File: src/rtl/kmer_count_hash_table_assert.svh
`ifndef KMER_COUNT_HASH_TABLE_ASSERT_SVH
`define KMER_COUNT_HASH_TABLE_ASSERT_SVH

// same-cycle implication, sampled on clk, off during reset
`define KCHT_ASSERT_NOW(name, ante, cons) \
    name: assert property (@(posedge clk) disable iff (!rst_n) (ante) |-> (cons)) \
        else $error("kcht check failed");

// next-cycle implication, sampled on clk, off during reset
`define KCHT_ASSERT_NEXT(name, ante, cons) \
    name: assert property (@(posedge clk) disable iff (!rst_n) (ante) |=> (cons)) \
        else $error("kcht check failed");

`endif

File: src/rtl/kcht_ram.sv
module kcht_ram #(
    parameter int WIDTH = 8,
    parameter int DEPTH = 16
) (
    input  logic                     clk,
    input  logic                     we,
    input  logic [$clog2(DEPTH)-1:0] waddr,
    input  logic [WIDTH-1:0]         wdata,
    input  logic [$clog2(DEPTH)-1:0] raddr,
    output logic [WIDTH-1:0]         rdata
);

    logic [WIDTH-1:0] mem [DEPTH];

    always_ff @(posedge clk)
    begin
        if (we)
        begin
            mem[waddr] <= wdata;
        end
        rdata <= mem[raddr];
    end

endmodule

File: config.mk
export PLATFORM = sky130hd
export DESIGN_NAME = kcht_ram
export DESIGN_NICKNAME = d
export VERILOG_FILES = /design/src/rtl/kmer_count_hash_table_assert.svh /design/src/rtl/kcht_ram.sv
export SDC_FILE = /design/constraint.sdc
export NUM_CORES = 1
export LEC_CHECK = 0
export BUFFER_PORTS_ARGS = -buffer_cell sky130_fd_sc_hd__buf_4
export CAP_MARGIN = 25
export CORE_AREA = 2 2 100 102
export DETAILED_ROUTE_END_ITERATION = 12
export DIE_AREA = 0 0 102 104
export GPL_TIMING_DRIVEN = 1
export PLACE_DENSITY_LB_ADDON = 0.12
export SLEW_MARGIN = 20
export SYNTH_ARGS = -nofsm -noshare
export SYNTH_HDL_FRONTEND = slang
export SYNTH_SLANG_ARGS = --single-unit
File: constraint.sdc
create_clock -name clk -period 3.32 [get_ports clk]
set_input_delay 0.996 -clock clk [delete_from_list [all_inputs] [get_ports clk]]
set_output_delay 0.996 -clock clk [all_outputs]
set_load 0.02 [all_outputs]
* After elaboration in Yosys (flattened, before gate mapping) *
Memory sizes are Yosys's and may differ from the RTL's. A register that Yosys moved wholly into a read port is not among the register bits.
Cells that the tools add are included.

storage, ports and cells
  register bits after elaboration = 0
  RAM bits = 128
  output and inout bits = 8
  word-level logic and storage cells = 3
  memories = 1

cells by class
  muxes and demuxes = 2

memory list
  memory  words  width  read ports  clocked after Yosys merged registers in  write ports  line            source
  mem     16     8      1           1                                        1            kcht_ram.sv:13  logic [WIDTH-1:0] mem [DEPTH];

operators with widths
  cell     number
  $mux W1  2

* Logic depth before layout (Yosys ltp) *
Gate-level depths: netlist of run 1.

  depth after elaboration = 2
  depth in mapped cells = 5
  mapped depth without buffers = 3

* Least setup slack after synthesis of run 1 *
Ideal clock, no wire load.

  path type = input port to flip-flop
  from = input waddr[2]
  to = memory mem[0][0], enable pin
  library setup time = 383 ps
  arrival = 2106 ps
  required time = 2937 ps
  slack = 831 ps
  stages on the path = 2
  path buffers = 0
  cells stage by stage = or3b_2 nor3_1

RTL lines
  element      line            source
  from (decl)  kcht_ram.sv:7   input logic [$clog2(DEPTH)-1:0] waddr,
  to (decl)    kcht_ram.sv:13

No word-level cell before the write port.

* Worst setup path after layout of run 1 *
  from = input waddr[2]
  to = memory mem[3][3], enable pin

No word-level cell before the write port.

==> results by group, run 1 <==
Outcome
  • Outcome: finished, final reports clean

Route
  • DRC viols: 0
  • Post-DRT Antenna Nets: 0
  • Final WL: 9170 um
  • Per-cell routed wire length: 21.73 um
  • DR vias/cell: 5.690
  • Initial DRC Count: 189
  • Vias: 2401
  • Pre-antenna DRT Iters: 4

Clocking
  • H-tree lvl count: 4
  • Clock Latency Late Sink: 510 ps
  • Post-CTS setup buffers: 0
  • Clock sink count: 136
  • CTS Buf Count: 17
  • Clk slew on worst S/H paths: 60 ps
  • CTS hold repair buffers: 0
  • Clock Tree Root: clkbuf_8
  • TritonCTS clock tree: built
  • Bufs on Longest Clock Path: 2
  • Post_cts resized: 0

STA
  • Skew final: 5.892 ps
  • Setup TNS: 0 ps
  • Fin crit period: 2114 ps
  • Setup Viol. Count Final: 0
  • Fmax achieved: 473.0 MHz
  • Final Max Tran Viols: 0
  • Crit share post-route: 0.6369
  • Unrepaired setup endpoints after global routing: false
  • Relative slew slack: 0.4923
  • Final hold vios: 0
  • Worst Tran Pin Value: 758.7 ps

Job
  • Max cap viols: 0

Yosys
  • Synth Area in Adders: 0
  • Syn. warnings: 0
  • Syn_area_per_cell: 22.48 um2
  • Yosys reg bits: 136
  • Synth cell types: 19
  • Post-synthesis simple-gate area fraction: 0.03184
  • Compound-Gate Fraction of Synth Area: 0.02333
  • Share of the synthesized area in the top cell type: 0.7467
  • Sequential fraction of the synthesis area: 0.7778
  • Synth Cell Area: 0.005147 mm2
  • Syn nets: 247
  • Post-synthesis mux area share: 0.1502
  • Post-Synth XOR/XNOR Area: 0
  • Cells after synthesis: 229
  • Top post-synthesis cells by area: edfxtp_1 75%, mux4_2 7.9%, mux4_1 7.1%
  • Synth area leader: edfxtp_1
  • Largest family of logic cells by synthesized area: multiplexers

Global route
  • Met1 usage: 0.2673
  • Global-route wire length before repair: 13860 um
  • Total Routing Usage GR: 0.1883
  • Busiest grt layer: met2
  • GR Util met3: 0.05040
  • Initial antenna violation count: 0
  • Largest net degree at the start of global routing: 33
  • M2 GR Usage: 0.2871
  • Global route overflow: 0
  • Vias in the first global route: 2363

Final layout
  • Commonest non-fill, non-tap cells in the layout: 128 x edfxtp_1, 38 x buf_4, 18 x mux4_2, 16 x a22oi_1, 16 x clkbuf_16
  • Share of post-route cells with drive strength above 1: 0.3080
  • Fillers: 677
  • Nets: 295
  • Commonest non-fill, non-tap cell in the layout: edfxtp_1
  • Antenna diodes: 0
  • Area Growth Syn to Fin: 18.79%

Worst setup path
  • CP max-delay cell: nor2_1
  • Crit path arrival time: 2250 ps
  • Setup crit end kind: register
  • Worst path required time: 3460 ps
  • Crit start category: primary input
  • CP max FO: 8
  • Max incr delay on CP: 610 ps
  • CP Cell Sequence: buf_4 -> or3b_2 -> nor2_1
  • Setup CP Type: primary input to register

Floorplan
  • Die height: 104 um
  • I/O pins: 26
  • Core region area: 0.009549 mm2
  • Num rows: 36
  • DIE AREA: 0.01061 mm2
  • Starting density of the core: 0.5390
  • Die width: 102 um

Pwr
  • Static Leakage: 0.002084 uW
  • P per Cell Area: 643.6 mW/mm2
  • VDD IR max: 355.8 uV
  • Pwr Total: 3936 uW

Placed design
  • Post-DP HPWL: 5737 um
  • I/O Buffers: 25
  • GPL Wtd Cong: 0.7369

Worst hold path
  • Hold Path Class: register to register
==> layout make-up <==
| class | instances | area, um2 | area share |
|---|---|---|---|
| timing repair buffer | 39 | 305.3 | 0.04993 |
| clock buffer | 18 | 427.9 | 0.06998 |
| clock inverter | 13 | 153.9 | 0.02517 |
| tap | 133 | 166.4 | 0.02722 |
| sequential | 136 | 4004 | 0.6548 |
| multi-input combinational | 83 | 1057 | 0.1729 |
==> flip-flops by register name, summed over array words and instances (netlist names) <==
signal  flops
mem       128
rdata       8
==> Yosys cell counts, drive strengths merged <==
cell type        n
nand3b           2
buf              7
and2b            1
and2             1
edfxtp         128
clkdlybuf4s25    3
a22oi           16
nand3            1
nor2            13
or3b             1
nand2            9
mux4            32
nand2b           2
nor2b            1
nor3             4
dfxtp            8
==> layer usage <==
metal | wire [um] | vias to the layer above | part of all wire
li1 | - | 1074 | -
met1 | 3717 | 1234 | 0.41
met2 | 4670 | 86 | 0.51
met3 | 725 | 7 | 0.079
met4 | 57 | 0 | 0.0062
met5 | 0 | - | 0
==> power breakdown <==
part / internal (uW) / leakage (uW) / total [uW] / switching [uW]
Combinational: 85.8 / 0.000570 / 195 / 109
Sequential: 1920 / 0.00122 / 1930 / 9.57
Clock: 1150 / 0.000290 / 1810 / 657
Total: 3160 / 0.00208 / 3940 / 776
==> critical path, delay by kind of cell <==
family                 cells  cell delay [ps]
AND/OR/NAND/NOR            2             1130
buffers and inverters      1              120
==> through the flow <==
step	hold slack, ps	cells	setup slack (ps)	cell area (um2)	util
final	669.9	422	1206	6115	0.6403
after global routing	711.7	422	1164	6115	0.6403
after CTS	680.5	422	1197	6115	0.6403
after detailed placement	668.1	391	660.8	5533	0.5794
after global placement	652.0	391	696.6	5533	0.5794
after floorplan	629.3	229	831.1	5147	-
==> worst paths after layout <==
check | from | to | slack [ps] | depth (start not counted)
worst min register to register | mem[15][7] | rdata[7] | 670 | 3
worst min-delay path | mem[15][7] | rdata[7] | 670 | 3
worst max register to register | mem[2][5] | rdata[5] | 1870 | 3
worst max-delay path | waddr[2] | mem[3][3] | 1210 | 3
==> cells by family after synthesis <==
group,count (synthesis)
muxes,32
DFF,136
AOI/OAI and AO/OA,16
and+or+nand+nor,35
buffers and inverters,10
(Power assumes the default switching activity.)
==> run 2: changes to the inputs <==
Settings changed: ABC_AREA set to 1, CORE_AREA 2 2 100 102 to 2 2 106 108, DIE_AREA 0 0 102 104 to 0 0 108 110.
Clock period 3.32 ns to 2.15 ns, I/O delays scaled along.
==> run 2 against run 1 <==
- global-route usage grew 4.7 points
- highest routed layer unchanged
- total power rose by 57%
- largest power group unchanged
- synthesized area up 12%
- die area grew 12%
- worst setup slack got worse by 740 ps
==> results by group, run 2 <==
Outcome
  • Outcome: finished, final reports clean

Route
  • DR vias/cell: 5.076 (-11%)
  • DRC viols: 0 (unchanged)
  • Final WL: 12700 um (+38%)
  • Post-DRT Antenna Nets: 0 (unchanged)
  • Initial DRC Count: 255 (+35%)
  • Per-cell routed wire length: 16.97 um (-22%)
  • Pre-antenna DRT Iters: 4 (unchanged)
  • Vias: 3797 (+58%)

Worst setup path
  • Crit start category: register
  • CP max-delay cell: dfxtp_1
  • Setup CP Type: register to output pin
  • CP max FO: 1 (-7)
  • Max incr delay on CP: 370 ps (-240 ps)
  • CP top delay family: flip-flops
  • Worst reg2reg setup slack: 1110 ps (-760 ps)
  • CP bufs+invs: 1 (unchanged)
  • CP Launch Point: rdata[0]
  • CP Cell Sequence: buf_4
  • Reg2reg end: rdata[4]
  • Crit path arrival time: 1040 ps (-1210 ps)
  • Worst path required time: 1500 ps (-1960 ps)
  • Reg2reg start: mem[6][4]
  • Setup crit end kind: output pin
  • R2R cell count: 6 (+3)

STA
  • Fin crit period: 1687 ps
  • Setup Viol. Count Final: 0 (unchanged)
  • Skew final: 5.730 ps (-0.1620 ps)
  • Setup TNS: 0 ps (unchanged)
  • Final hold vios: 0 (unchanged)
  • Worst Tran Pin Value: 444.8 ps (-313.9 ps)
  • Relative slew slack: 0.7034 (+0.2111)
  • Unrepaired setup endpoints after global routing: false
  • Fmax achieved: 592.7 MHz
  • Crit share post-route: 0.7848
  • Final Max Tran Viols: 0 (unchanged)

Yosys
  • Sequential fraction of the synthesis area: 0.6943 (-0.08354)
  • Synth area leader: edfxtp_1
  • Post-synth top flop: edfxtp_1
  • Top post-synthesis cells by area: edfxtp_1 67%, nand2_1 11%, nand3_1 8.4%
  • Compound-Gate Fraction of Synth Area: 0 (-0.02333)
  • Post-Synth XOR/XNOR Area: 0 (unchanged)
  • Commonest cells in the netlist: 173 x nand2_1, 128 x edfxtp_1, 100 x inv_1, 97 x nand3_1, 17 x nor2_1
  • Cell with the most instances after synthesis: nand2_1
  • Post-synthesis mux area share: 0 (-0.1502)
  • Syn nets: 569 (+130%)
  • Syn. warnings: 0 (unchanged)
  • Post-synth EDFFs: 128 (unchanged)
  • Syn_area_per_cell: 10.47 um2 (-53%)
  • Largest family of logic cells by synthesized area: simple AND/OR/NAND/NOR gates
  • Synth cell types: 12 (-7)
  • Post-synthesis simple-gate area fraction: 0.2105 (+0.1786)
  • Share of the synthesized area in the top cell type: 0.6665 (-0.08020)
  • Post-synth ARST share: 0 (unchanged)
  • Yosys reg bits: 136 (unchanged)
  • Synth Area in Adders: 0 (unchanged)
  • Cells after synthesis: 551 (+140%)
  • Synth Cell Area: 0.005767 mm2 (+12%)

Global route
  • Global route overflow: 0 (unchanged)
  • Largest net degree at the start of global routing: 38 (+15%)
  • Global-route wire length before repair: 19910 um (+44%)
  • Initial antenna violation count: 0 (unchanged)
  • Total Routing Usage GR: 0.2354 (+0.04707)
  • Vias in the first global route: 3685 (+56%)

Final layout
  • Top flop regs: mem x128, rdata x8
  • Commonest non-fill, non-tap cells in the layout: 173 x nand2_1, 128 x edfxtp_1, 100 x inv_1, 97 x nand3_1, 47 x buf_4
  • Antenna diodes: 0 (unchanged)
  • Nets: 613 (+110%)
  • Max reg flops: 128 (unchanged)
  • Footprint of the multi-input gates: 0.001214 mm2 (+15%)
  • Biggest register: mem
  • Share of post-route cells with drive strength above 1: 0.1299 (-0.1780)
  • Register Area: 0.004004 mm2 (unchanged)
  • Commonest non-fill, non-tap cell in the layout: nand2_1
  • Area Growth Syn to Fin: 16.92%
  • Fillers: 863 (+27%)

Floorplan
  • Num rows: 38 (+5.6%)
  • I/O pins: 26 (unchanged)
  • Starting density of the core: 0.5391 (about the same)
  • Core region area: 0.01070 mm2 (+12%)
  • Die height: 110 um (+5.8%)
  • Die width: 108 um (+5.9%)
  • DIE AREA: 0.01188 mm2 (+12%)

Worst hold path
  • Hold Path Sink: rdata[2]
  • Hold Path Class: primary input to register
  • Hold_sp: raddr[3]
  • Worst Hold Depth: 3 (unchanged)

Clocking
  • CTS hold repair buffers: 0 (unchanged)
  • Clock sink count: 136 (unchanged)
  • Post_cts resized: 0 (unchanged)
  • Bufs on Longest Clock Path: 2 (unchanged)
  • Clk slew on worst S/H paths: 60 ps (about the same)
  • Post-CTS setup buffers: 0 (unchanged)
  • CTS Buf Count: 17 (unchanged)
  • Clock Tree Root: clkbuf_8
  • H-tree lvl count: 4 (unchanged)
  • Clock Latency Late Sink: 520 ps (about the same)
  • TritonCTS clock tree: built

Job
  • Max cap viols: 0 (unchanged)

Placed design
  • Post-DP HPWL: 7986 um (+39%)
  • GPL Wtd Cong: 0.7913 (+7.4%)
  • I/O Buffers: 25 (unchanged)

Pwr
  • VDD IR max: 615.8 uV (+73%)
  • Pwr Total: 6169 uW (+57%)
  • Static Leakage: 0.002932 uW (+41%)
  • P per Cell Area: 915.0 mW/mm2 (+42%)
[run 2: cell types whose count changed after synthesis, moves of 4 or more]
cell     before  now
buf_2         3   13
mux4_2       18    0
nand3_1       1   97
mux4_1       14    0
a22oi_1      16    0
nor2_1       13   17
inv_1         0  100
nand2_1       9  173
nor3_1        4    0
[run 2: area by class of cell]
type | count | area share
clock buffers | 17 | 0.06142
clock inverters | 15 | 0.02375
inverters | 102 | 0.05678
multi-input cells | 289 | 0.1800
flip-flops and latches | 136 | 0.5938
well taps | 140 | 0.02598
repair buffers | 49 | 0.05827
[run 2: logic make-up after synthesis]
logic type	after synthesis
simple gates	289
buf+inv	126
flops	136
[run 2: power by group]
part           switching, uW  internal [uW]  total (uW)
registers               20.6           2960        2980
logic                    268            130         398
clock network           1050           1740        2790
total                   1330           4840        6170
[run 2: layer usage]
metal / up-vias / share of wire / global-route usage
met3: 10 / 0.048 / 0.04938
met5: - / 0 / 0
li1: 1865 / - / -
met2: 102 / 0.50 / 0.3935
met4: 0 / 0.0069 / 0.06685
met1: 1820 / 0.44 / 0.3157
[run 2: worst max-delay path by stage]
stage / cells after the start / to / slack, ps
2_1_floorplan: 2 / mem[10][0] / 550
3_3_place_gp: 8 / rdata[0] / 320
3_5_place_dp: 8 / rdata[0] / 300
4_1_cts: 1 / rdata[0] / 440
5_1_grt: 1 / rdata[0] / 430
6_report: 1 / rdata[0] / 460
[run 2: stage by stage]
| stage | hold WS [ps] | std cells | util | instance area (um2) | setup slack (ps) |
|---|---|---|---|---|---|
| detailed placement | 652.6 | 716 | 0.5766 | 6168 | 303.1 |
| finish | 440.7 | 748 | 0.6303 | 6743 | 462.7 |
| CTS | 423.4 | 748 | 0.6303 | 6743 | 437.4 |
| floorplan | 607.4 | 551 | - | 5767 | 554.2 |
| global placement | 654.9 | 716 | 0.5766 | 6168 | 323.0 |
| global route | 435.4 | 748 | 0.6303 | 6743 | 432.0 |
[run 2: worst min-delay path: cells and delay by family]
family,cells,cell delay (ps)
buffers and inverters,1,150
and+or+nand+nor,2,130
==> run 3: changes to the inputs <==
Clock period 2.15 ns to 1.6 ns, I/O delays scaled along.
==> run 3 against run 2 <==
- clock power grew 34%
- utilization increased by 0.35 points
- hold slack got worse by 150 ps
- register-to-register slack lost 520 ps
- combinational power grew 35%
- via count shrank 0.74%
- critical path depth stayed put
- non-clock buffer count up 2
- critical path type unchanged
- largest power group unchanged
- highest routed layer unchanged
==> results by group, run 3 (synthesized netlist as in run 2, its figures left out) <==
Outcome
  • Outcome: finished, final reports clean

Clocking
  • CTS Buf Count: 17 (unchanged)
  • Bufs on Longest Clock Path: 2 (unchanged)
  • Clock Tree Root: clkbuf_8
  • H-tree lvl count: 4 (unchanged)
  • CTS hold repair buffers: 0 (unchanged)
  • Post_cts resized: 0 (unchanged)
  • Clock Latency Late Sink: 510 ps (about the same)
  • TritonCTS clock tree: built
  • Clock sink count: 136 (unchanged)
  • Clk slew on worst S/H paths: 60 ps (about the same)
  • Post-CTS setup buffers: 0 (unchanged)

STA
  • Relative slew slack: 0.7405 (+0.03712)
  • Skew final: 4.677 ps (-1.053 ps)
  • Crit share post-route: 0.9408
  • Fmax achieved: 664.3 MHz
  • Final Max Tran Viols: 0 (unchanged)
  • Fin crit period: 1505 ps
  • Setup TNS: 0 ps (unchanged)
  • Setup Viol. Count Final: 0 (unchanged)
  • Unrepaired setup endpoints after global routing: false
  • Final WS setup: 94.65 ps (-368.0 ps)
  • WHS: 294.9 ps (-145.8 ps)
  • Worst Tran Pin Value: 389.2 ps (-55.67 ps)
  • Final hold vios: 0 (unchanged)

Final layout
  • Max reg flops: 128 (unchanged)
  • Share of post-route cells with drive strength above 1: 0.1311 (+0.001213)
  • Commonest non-fill, non-tap cells in the layout: 173 x nand2_1, 128 x edfxtp_1, 100 x inv_1, 97 x nand3_1, 47 x buf_4
  • Top flop regs: mem x128, rdata x8
  • Nets: 615 (+0.33%)
  • Commonest non-fill, non-tap cell in the layout: nand2_1
  • Biggest register: mem
  • Fillers: 854 (-1.0%)
  • Area Growth Syn to Fin: 17.57%
  • Antenna diodes: 0 (unchanged)
  • Final core occ: 0.6338 (+0.003509)

Placed design
  • I/O Buffers: 25 (unchanged)
  • Post-DP HPWL: 7603 um (-4.8%)
  • Worst slack, placed: 79.88 ps (-223.3 ps)
  • GPL Wtd Cong: 0.8073 (+2.0%)

Worst setup path
  • CP bufs+invs: 1 (unchanged)
  • Crit path arrival time: 1030 ps (about the same)
  • Crit start category: register
  • Setup crit end kind: output pin
  • Max incr delay on CP: 360 ps (about the same)
  • CP Cell Sequence: buf_4
  • CP top delay family: flip-flops
  • Worst path required time: 1120 ps (-380 ps)
  • CP max FO: 1 (unchanged)
  • Setup CP Type: register to output pin
  • CP max-delay cell: dfxtp_1

Pwr
  • Internal Dissipation: 6569 uW (+36%)
  • Static Leakage: 0.002966 uW (+1.2%)
  • NetSw: 1712 uW (+28%)
  • Clock power share: 0.451 (about the same)
  • P per Cell Area: 1221 mW/mm2 (+33%)
  • Logic pwr share: 0.065 (about the same)
  • Switch share: 0.2067 (-0.009570)
  • VDD IR max: 844.7 uV (+37%)
  • Pwr Total: 8281 uW (+34%)
  • Flop pwr share: 0.484 (about the same)

Route
  • Per-cell routed wire length: 15.99 um (-5.8%)
  • Final WL: 12000 um (-5.5%)
  • Pre-antenna DRT Iters: 5 (+1)
  • DR vias/cell: 5.025 (-1.0%)
  • Initial DRC Count: 298 (+17%)
  • DRC viols: 0 (unchanged)
  • Post-DRT Antenna Nets: 0 (unchanged)
  • Vias: 3769 (-0.74%)

Floorplan
  • Die width: 108 um (unchanged)
  • DIE AREA: 0.01188 mm2 (unchanged)
  • Die height: 110 um (unchanged)
  • Core region area: 0.01070 mm2 (unchanged)
  • Starting density of the core: 0.5391 (unchanged)
  • I/O pins: 26 (unchanged)
  • Num rows: 38 (unchanged)

Global route
  • Global route overflow: 0 (unchanged)
  • Total Routing Usage GR: 0.2234 (-0.01195)
  • Vias in the first global route: 3688 (+0.081%)
  • Global-route wire length before repair: 19310 um (-3.0%)
  • Initial antenna violation count: 0 (unchanged)
  • Largest net degree at the start of global routing: 65 (+71%)

Worst hold path
  • Hold Path Class: primary input to register

Job
  • Max cap viols: 0 (unchanged)
-- run 3: changes by cell type in the layout (fill, tap and decap cells not counted), sizes merged --
cell	change
clkinv	-2
clkbuf	+6
clkinvlp	-4
buf	+2
-- run 3: layout make-up --
type	instances	area, um2	share of cell area
clock inverter	9	125.1	0.01845
multi-input combinational	289	1214	0.1790
sequential	136	4004	0.5905
inverter	102	382.9	0.05647
tap	140	175.2	0.02584
timing repair buffer	51	432.9	0.06385
clock buffer	23	446.7	0.06588
-- run 3: layer usage --
layer / global-route usage / share of wire / vias to the layer above
met3: 0.04350 / 0.053 / 9
met1: 0.3052 / 0.45 / 1781
met5: 0 / 0 / -
li1: - / - / 1863
met4: 0.06044 / 0.0087 / 0
met2: 0.3715 / 0.49 / 116
-- run 3: power groups by stage --
| stage | logic [uW] | registers [uW] | clock network, uW |
|---|---|---|---|
| after floorplan | 281 | 4110 | 0 |
| after global routing | 600 | 4010 | 3940 |
| after detailed placement | 537 | 4080 | 0 |
| after CTS | 539 | 4010 | 3790 |
| after global placement | 532 | 4080 | 0 |
| final | 537 | 4010 | 3740 |
-- run 3: worst register-to-register path, delay by kind of cell (launching register included) --
| kind | cells | cell delay [ps] |
|---|---|---|
| buf+inv | 1 | 60 |
| flops | 1 | 350 |
| simple gates | 5 | 490 |
-- run 3: metrics by stage --
step,instance area (um2),cells
finish,6780,750
global route,6780,750
CTS,6780,750
detailed placement,6208,718
global placement,6208,718
floorplan,5767,551
-- run 3: final timing paths --
check                           depth (start not counted)   endpoint  slack (ps)        from
worst max-delay path                                    1   rdata[4]          90    rdata[4]
worst min-delay path                                    1  mem[1][7]         290    wdata[7]
worst max register to register                          6   rdata[5]         590   mem[5][5]
worst min register to register                          6   rdata[2]         660  mem[12][2]
